--- src/rtl/mcc_pkg.sv ---
// Shared types and constants for the multiset containment checker.
// No dependencies; imported by multiset_containment_checker_top.
`default_nettype none

package mcc_pkg;

  localparam int SYM_W  = 8;
  localparam int CMD_W  = 2;
  localparam int PEND_W = 9;

  localparam logic [CMD_W-1:0] CMD_LETTER   = 2'd0;
  localparam logic [CMD_W-1:0] CMD_MAGAZINE = 2'd1;
  localparam logic [CMD_W-1:0] CMD_CLEAR    = 2'd2;

  typedef struct packed {
    logic [CMD_W-1:0] cmd;
    logic [SYM_W-1:0] symbol;
  } mcc_req_t;

  typedef struct packed {
    logic              constructible;
    logic [PEND_W-1:0] pending_kinds;
    logic              saturated;
  } mcc_rsp_t;

endpackage

`default_nettype wire

--- src/rtl/multiset_containment_checker_top.sv ---
// Each request passes through the s1 stage register and then the response register.
// Throughput: one request per cycle unless out_ready stalls; the count memory is read
// when a request is accepted and written when it leaves s1, with forwarding between.
// Reset (rst_n low, synchronous) clears all per-entry valid bits and the
// outstanding count at once; the block takes requests right after reset.
// Depends on mcc_pkg.
`default_nettype none

module multiset_containment_checker_top #(
  parameter int COUNT_BITS = 16,
  parameter int ALPHABET   = 256
) (
  input  wire                    clk,
  input  wire                    rst_n,
  input  wire                    in_valid,
  output logic                   in_ready,
  input  wire mcc_pkg::mcc_req_t in_req,
  output logic                   out_valid,
  input  wire                    out_ready,
  output mcc_pkg::mcc_rsp_t      out_rsp
);
  import mcc_pkg::*;

  localparam int AW = $clog2(ALPHABET);
  localparam logic [COUNT_BITS-1:0] CNT_MAX = '1;

  typedef struct packed {
    logic [CMD_W-1:0] cmd;
    logic [AW-1:0]    addr;
    logic             in_range;
  } s1_req_t;

  // count memory plus one valid bit per entry (invalid reads as zero)
  logic [COUNT_BITS-1:0] mem [ALPHABET];
  logic [ALPHABET-1:0]   ent_vld_r;

  logic                  s1_vld_r;
  s1_req_t               s1_req_r;
  logic [COUNT_BITS-1:0] rdata_r;
  logic                  hit_r;
  logic                  fwd_r;
  logic [COUNT_BITS-1:0] fwd_data_r;
  logic [PEND_W-1:0]     pend_r;
  logic [PEND_W-1:0]     pend_nxt;
  logic                  out_valid_r;
  mcc_rsp_t              out_rsp_r;

  logic                  accept;
  logic                  adv;
  logic                  in_range;
  logic [AW-1:0]         in_addr;
  logic [COUNT_BITS-1:0] cur;
  logic [COUNT_BITS-1:0] new_cnt;
  logic                  we;
  logic                  sat;
  logic                  is_clr;

  assign in_range = {1'b0, in_req.symbol} < (SYM_W+1)'(ALPHABET);
  assign in_addr  = in_req.symbol[AW-1:0];
  assign adv      = s1_vld_r && (!out_valid_r || out_ready);
  assign in_ready = !s1_vld_r || adv;
  assign accept   = in_valid && in_ready;
  assign is_clr   = s1_req_r.cmd == CMD_CLEAR;

  // forwarded value covers a write or clear in the cycle of the read
  assign cur = fwd_r ? fwd_data_r : (hit_r ? rdata_r : '0);

  always_comb begin
    we       = 1'b0;
    sat      = 1'b0;
    new_cnt  = cur;
    pend_nxt = pend_r;
    if (is_clr) begin
      pend_nxt = '0;
    end else if (s1_req_r.in_range && s1_req_r.cmd == CMD_LETTER) begin
      if (cur == CNT_MAX) begin
        sat = 1'b1;
      end else begin
        we      = 1'b1;
        new_cnt = cur + COUNT_BITS'(1);
        if (cur == '0) begin
          pend_nxt = pend_r + PEND_W'(1);
        end
      end
    end else if (s1_req_r.in_range && s1_req_r.cmd == CMD_MAGAZINE && cur != '0) begin
      we      = 1'b1;
      new_cnt = cur - COUNT_BITS'(1);
      if (cur == COUNT_BITS'(1)) begin
        pend_nxt = pend_r - PEND_W'(1);
      end
    end
  end

  always_ff @(posedge clk) begin
    if (accept) begin
      rdata_r <= mem[in_addr];
    end
    if (adv && we) begin
      mem[s1_req_r.addr] <= new_cnt;
    end
  end

  always_ff @(posedge clk) begin
    if (accept) begin
      s1_req_r.cmd      <= in_req.cmd;
      s1_req_r.addr     <= in_addr;
      s1_req_r.in_range <= in_range;
      hit_r             <= ent_vld_r[in_addr];
      fwd_r             <= adv && (is_clr || (we && s1_req_r.addr == in_addr));
      fwd_data_r        <= is_clr ? '0 : new_cnt;
    end
    if (adv) begin
      out_rsp_r.constructible <= pend_nxt == '0;
      out_rsp_r.pending_kinds <= pend_nxt;
      out_rsp_r.saturated     <= sat;
    end
  end

  always_ff @(posedge clk) begin
    if (!rst_n) begin
      ent_vld_r   <= '0;
      pend_r      <= '0;
      s1_vld_r    <= 1'b0;
      out_valid_r <= 1'b0;
    end else begin
      if (adv) begin
        pend_r <= pend_nxt;
        if (is_clr) begin
          ent_vld_r <= '0;
        end else if (we) begin
          ent_vld_r[s1_req_r.addr] <= 1'b1;
        end
      end
      if (accept) begin
        s1_vld_r <= 1'b1;
      end else if (adv) begin
        s1_vld_r <= 1'b0;
      end
      if (adv) begin
        out_valid_r <= 1'b1;
      end else if (out_ready) begin
        out_valid_r <= 1'b0;
      end
    end
  end

  assign out_valid = out_valid_r;
  assign out_rsp   = out_rsp_r;

  a_pend_bound: assert property (@(posedge clk) disable iff (!rst_n)
    pend_r <= PEND_W'(ALPHABET))
    else $error("outstanding count above alphabet size");

  a_constr: assert property (@(posedge clk) disable iff (!rst_n)
    out_valid_r |-> (out_rsp_r.constructible == (out_rsp_r.pending_kinds == '0)))
    else $error("constructible disagrees with pending_kinds");

  a_clear: assert property (@(posedge clk) disable iff (!rst_n)
    adv && is_clr |=> pend_r == '0 && ent_vld_r == '0)
    else $error("clear left state behind");

  a_sat_letter: assert property (@(posedge clk) disable iff (!rst_n)
    adv && s1_req_r.cmd != CMD_LETTER |=> !out_rsp_r.saturated)
    else $error("saturated flagged on non-letter request");

  a_no_overrun: assert property (@(posedge clk) disable iff (!rst_n)
    out_valid_r && !out_ready |-> !adv)
    else $error("response overwritten while stalled");

endmodule

`default_nettype wire
--- config.mk ---
export PLATFORM = sky130hd
export DESIGN_NAME = multiset_containment_checker_top
export DESIGN_NICKNAME = d
export VERILOG_FILES = /design/src/rtl/mcc_pkg.sv /design/src/rtl/multiset_containment_checker_top.sv
export SDC_FILE = /design/constraint.sdc
export NUM_CORES = 2
export LEC_CHECK = 0
export BUFFER_PORTS_ARGS = -buffer_cell sky130_fd_sc_hd__clkbuf_2
export CORE_MARGIN = 2
export CORE_UTILIZATION = 35
export CTS_CLUSTER_DIAMETER = 50
export DETAILED_ROUTE_END_ITERATION = 10
export GPL_ROUTABILITY_DRIVEN = 1
export PLACE_DENSITY = 0.6
export SYNTH_ARGS = -nofsm -noshare
export SYNTH_HDL_FRONTEND = slang
export SYNTH_SLANG_ARGS = --single-unit
--- constraint.sdc ---
create_clock -name clk -period 18.3 [get_ports clk]
set_clock_uncertainty 0.2 [all_clocks]
set_input_delay 3.66 -clock clk [delete_from_list [all_inputs] [get_ports clk]]
set_output_delay 3.66 -clock clk [all_outputs]
set_load 0.05 [all_outputs]
# == After elaboration in Yosys (flattened, before gate mapping) ==
# Memories as Yosys holds them, arrays and structs flattened. A register that Yosys moved wholly into a read port is not among the register bits.
# Cells that the tools add are included.
# totals
ff_bits,306
ram_bits,4096
input_bits,14
out_inout_bits,13
elab_cells,77
n_memories,1
# op_classes
n_addsub,4
order_cmp,3
eq_ne,5
n_mux,29
bitwise_logic,2
reduce_logical,21
# memory_table
name,words,word_bits,rd,rd_clocked_by_memory_dff,wr,line,rtl
mem,256,16,1,1,1,multiset_containment_checker_top.sv:34,logic [COUNT_BITS-1:0] mem [ALPHABET];
# op_table
operator,n
$mux 256,2
$or 256x256->256,1
$mux 16,6
$mux 9,6
$lt 8x9->1 const B,2
$add 16x1->16 const B,1
$eq 16x1->1 const B,1
$eq 16x16->1 const B,1
$logic_not 16->1,1
$reduce_bool 16->1,1
$sub 16x1->16 const B,1
$mux 1,13
$add 9x1->9 const B,1
$logic_not 9->1,1
$sub 9x1->9 const B,1
$bmux 1 s8,1
$demux 1 s8,1
$eq 8x8->1,1
$ge 8x1->1 const B,1
$logic_and 1x1->1,7
$reduce_bool 2->1,3
$logic_or 1x1->1,3
$eq 2x1->1 const B,1
$eq 2x2->1 const B,1
other kinds (5),6

# == Logic depth before layout (Yosys ltp) ==
# logic_depth
word_depth,10
ltp_mapped,14

# == Worst setup path before layout ==
# No wires, ideal clock.
# synth_path
kind,register to register
from,reg fwd_r
to,"mem mem[0][15], data pin"
setup_ns,2.245
arrival_time_ns,12.428
required_time_ns,15.855
setup_slack_ns,3.427
path_stages_with_launch,13
path_cell_list,edfxtp_1 -> buf_4 -> buf_2 -> buf_2 -> buf_1 -> a21o_1 -> ha_1 -> and4_1 -> clkbuf_1 -> nand2_1 -> nand3_1 -> nor2_1 -> a211oi_1
# synth_via
elab_chain_cells,6
word_cells_on_any_way,10
# synth_lines
element,line,rtl
"start, declared",multiset_containment_checker_top.sv:41,logic fwd_r;
"start signal, assigned",multiset_containment_checker_top.sv:109,fwd_r <= adv && (is_clr || (we && s1_req_r.addr == in_addr));
$mux 16 (*),multiset_containment_checker_top.sv:66,assign cur = fwd_r ? fwd_data_r : (hit_r ? rdata_r : '0);
branches (longest 4 deep; another with $sub 16x1->16),--,
$mux 16 (*),multiset_containment_checker_top.sv:73,if (is_clr) begin
named net new_cnt[15],multiset_containment_checker_top.sv:53,logic [COUNT_BITS-1:0] new_cnt;
"end, declared",multiset_containment_checker_top.sv:34,
# Mark *: on every way through the listed nets, which the timed path passes.

# == Worst setup path after layout ==
# layout_path
from,in out_ready
to,out in_ready
# layout_via
elab_chain_cells,3
# layout_lines
element,line,rtl
"start, declared",multiset_containment_checker_top.sv:19,"input wire out_ready,"
$logic_or 1x1->1,multiset_containment_checker_top.sv:60,assign adv = s1_vld_r && (!out_valid_r || out_ready);
$logic_and 1x1->1,multiset_containment_checker_top.sv:60,
$logic_or 1x1->1,multiset_containment_checker_top.sv:61,assign in_ready = !s1_vld_r || adv;
"end, declared",multiset_containment_checker_top.sv:16,"output logic in_ready,"
# No other way between the ends.

==> metrics.cfg <==
[timing]
slew_headroom_pct = 3.66
max_freq_ghz = 0.123
drv_slew = 0
min_period_ns = 8.16
rsz0062_at_grt = no
worst_slew_pin_slew_ns = 1.45
finalHoldViolations = 0
whs_ns = 0.254
fin_tns_setup_ns = 0
setup_viol = 0
period_share_pct = 44.6

[logic_synthesis]
ys_seq_area_share_pct = 76.2
netlist_instances = 7679
synth_ff_type = edfxtp_1
yosys_warnings = 0
syn_area_mm2 = 0.171
yosysUniqueCellTypes = 60
synth_top_cell_by_area = edfxtp_1
synth_commonest_cells = edfxtp_1 (4151), mux4_2 (1292), dfxtp_1 (267)
synth-seq-cells = 4418
async_flop_share_pct = 0
syn_nets = 7696
synth.area.top_cells = edfxtp_1 (73%), mux4_2 (17%), dfxtp_1 (3.1%)
syn_area_per_cell_um2 = 22.2
yosysMostFrequentCell = edfxtp_1
synth_top_area_share_pct = 73.1
synth_edf_count = 4151

[grt]
grt.busiest_layer = met2
grt_pass1_vias = 84348
grt_usage_pct = 18.1
gr-usage-met3_pct = 2.97
met1_usage_pct = 24.6
grt_pass1_wl_um = 642000
grt_use_met2_pct = 29.8
grt-ovfl-total = 0
grt_max_degree = 225
antenna_found_initial = 17

[power_and_ir_drop]
leakage_nw = 60.6
p_sw_share_pct = 22.3
vdd_drop_max_mv = 0.0840
internal-power_mw = 16.9
p_total_mw = 21.7
power_frac_clock_pct = 41.7
power_density_mw_per_mm2 = 111
comb_power_share_pct = 6.0
seq_power_share_pct = 52.3
p_sw_mw = 4.84

[floorplan]
rows = 256
die_h_um = 702
ios = 27
coreArea_mm2 = 0.486
dieArea_mm2 = 0.493
start_util_pct = 35.1
die_w_um = 702

[clocking]
clk_latency_ns = 1.00
cts_buffers = 444
ctsHoldBuffers = 0
htreeDepth = 5
cts_tree = built
cts.repair.resized = 0
ctsLongestPathBuffers = 4
clkTransAtPathRegs_ns = 0.06
cts-root-buf = clkbuf_16
post_cts_buffers = 0
cts_sinks = 4418

[finish]
drive_gt1_share_pct = 31.6
nets = 8092
post-route-util_pct = 40.5
seq_area_mm2 = 0.130
n_fill_cell = 42240
multi_input_area_mm2 = 0.0401
layout-area-overhead-vs-synth_pct = 15.2

[placement]
gp_congestion = 0.830
place_hpwl_um = 260000
portBuffers = 26

[worst_setup_path]
crit_fanout = 4
max_stage_delay_ns = 0.24
reg2reg_depth = 12
worst_ep_arrival_time_ns = 4.30
worstSetupStartpointType = primary input
crit_type = in -> out
crit_path_frequent_cell = clkbuf_2
end_kind = output pin
crit_required_ns = 14.44
cp_slowest_cell = clkbuf_2
crit_chain = clkbuf_2, nor2b_1, nand2_1, clkbuf_2

[route]
dr_total_vias = 83974
drt_wl_total_um = 455000
drcViolationCount = 0
vias_per_cell = 5.63
drtAntennaViolNets = 0
drt_first_iter_violations = 10789
routedWlPerCell_um = 30.5
drt_pass1_iterations = 8

[min_path]
hold_class = reg -> reg
whs_path_depth = 2

[run_status]
status = completed

[flow_run]
cap_violations = 0

[flip-flops by register name, indices dropped and copies added, names as in the netlist]
name / flops
ent_vld_r: 256
s1_vld_r: 1
fwd_r: 1
rdata_r: 16
out_rsp: 11
pend_r: 9
fwd_data_r: 16
hit_r: 1
s1_req_r: 10
out_valid: 1
mem: 4096
[area by class of cell]
| cell class | count | area share [%] |
|---|---|---|
| diodes | 15 | 0.0191 |
| multi-input cells | 2749 | 20.4 |
| inverters | 9 | 0.0172 |
| clock buffers | 565 | 6.08 |
| well taps | 6450 | 4.11 |
| clock inverters | 261 | 1.34 |
| repair buffers | 453 | 1.84 |
| flip-flops and latches | 4418 | 66.2 |
[power groups by stage]
stage | sequential [mW] | combinational [mW] | clock (mW)
6_report | 11.4 | 1.32 | 9.06
5_1_grt | 11.4 | 1.39 | 9.59
4_1_cts | 11.4 | 1.32 | 9.21
3_5_place_dp | 11.6 | 1.33 | 0
3_3_place_gp | 11.6 | 1.28 | 0
2_1_floorplan | 11.7 | 0.747 | 0
[per-layer routing]
metal  up-vias  share of wire [%]
met2      3851                 49
met4         0                3.6
li1      33625                  -
met3       737                7.9
met5         -                  0
met1     45761                 40
[worst max-delay path: cells and delay by family]
family	cells	cell delay, ns
buffers and inverters	2	0.33
and+or+nand+nor	2	0.31
[cells by family after synthesis]
| kind of cell | synth area share, % |
|---|---|
| adder cells (fa/ha/maj) | 0.0220 |
| AO/OA/AOI/OAI | 2.63 |
| XOR/XNOR | 0.123 |
| multiplexers | 17.5 |
| AND/OR/NAND/NOR | 2.22 |
| buffers and inverters | 1.27 |
| flip-flops | 76.2 |
[final timing paths]
kind	start	endpoint	slack, ns
hold / removal	ent_vld_r[182]	ent_vld_r[182]	0.25
hold reg to reg	ent_vld_r[182]	ent_vld_r[182]	0.25
setup / recovery	out_ready	in_ready	10.14
setup reg to reg	hit_r	mem[79][4]	11.75
[cell usage in the layout (no fill, tap or decap), types with 24 or more instances in the layout]
| master | instances |
|---|---|
| o22ai_1 | 36 |
| edfxtp_1 | 4151 |
| nor2_1 | 66 |
| dfxtp_1 | 267 |
| clkinv_1 | 86 |
| nor4_2 | 219 |
| a22oi_1 | 109 |
| o21a_1 | 224 |
| nand2_1 | 159 |
| a21oi_1 | 84 |
| inv_6 | 24 |
| clkbuf_1 | 93 |
| mux2i_1 | 78 |
| bufinv_16 | 38 |
| o21ai_0 | 73 |
| clkbuf_16 | 452 |
| mux4_2 | 1292 |
| buf_4 | 408 |
| clkinv_2 | 63 |
| nor2b_1 | 79 |
| nor3_1 | 25 |
| a211oi_1 | 36 |
| nand3_1 | 38 |
[metrics by stage]
| stage | area, um2 | std cells | setup WS (ns) |
|---|---|---|---|
| after global routing | 196000 | 14907 | 9.91 |
| after detailed placement | 182000 | 14079 | 9.04 |
| after floorplan | 171000 | 7679 | 3.43 |
| after global placement | 182000 | 14079 | 9.03 |
| final | 196000 | 14920 | 10.14 |
| after CTS | 196000 | 14905 | 10.12 |
(Power assumes the default switching activity.)
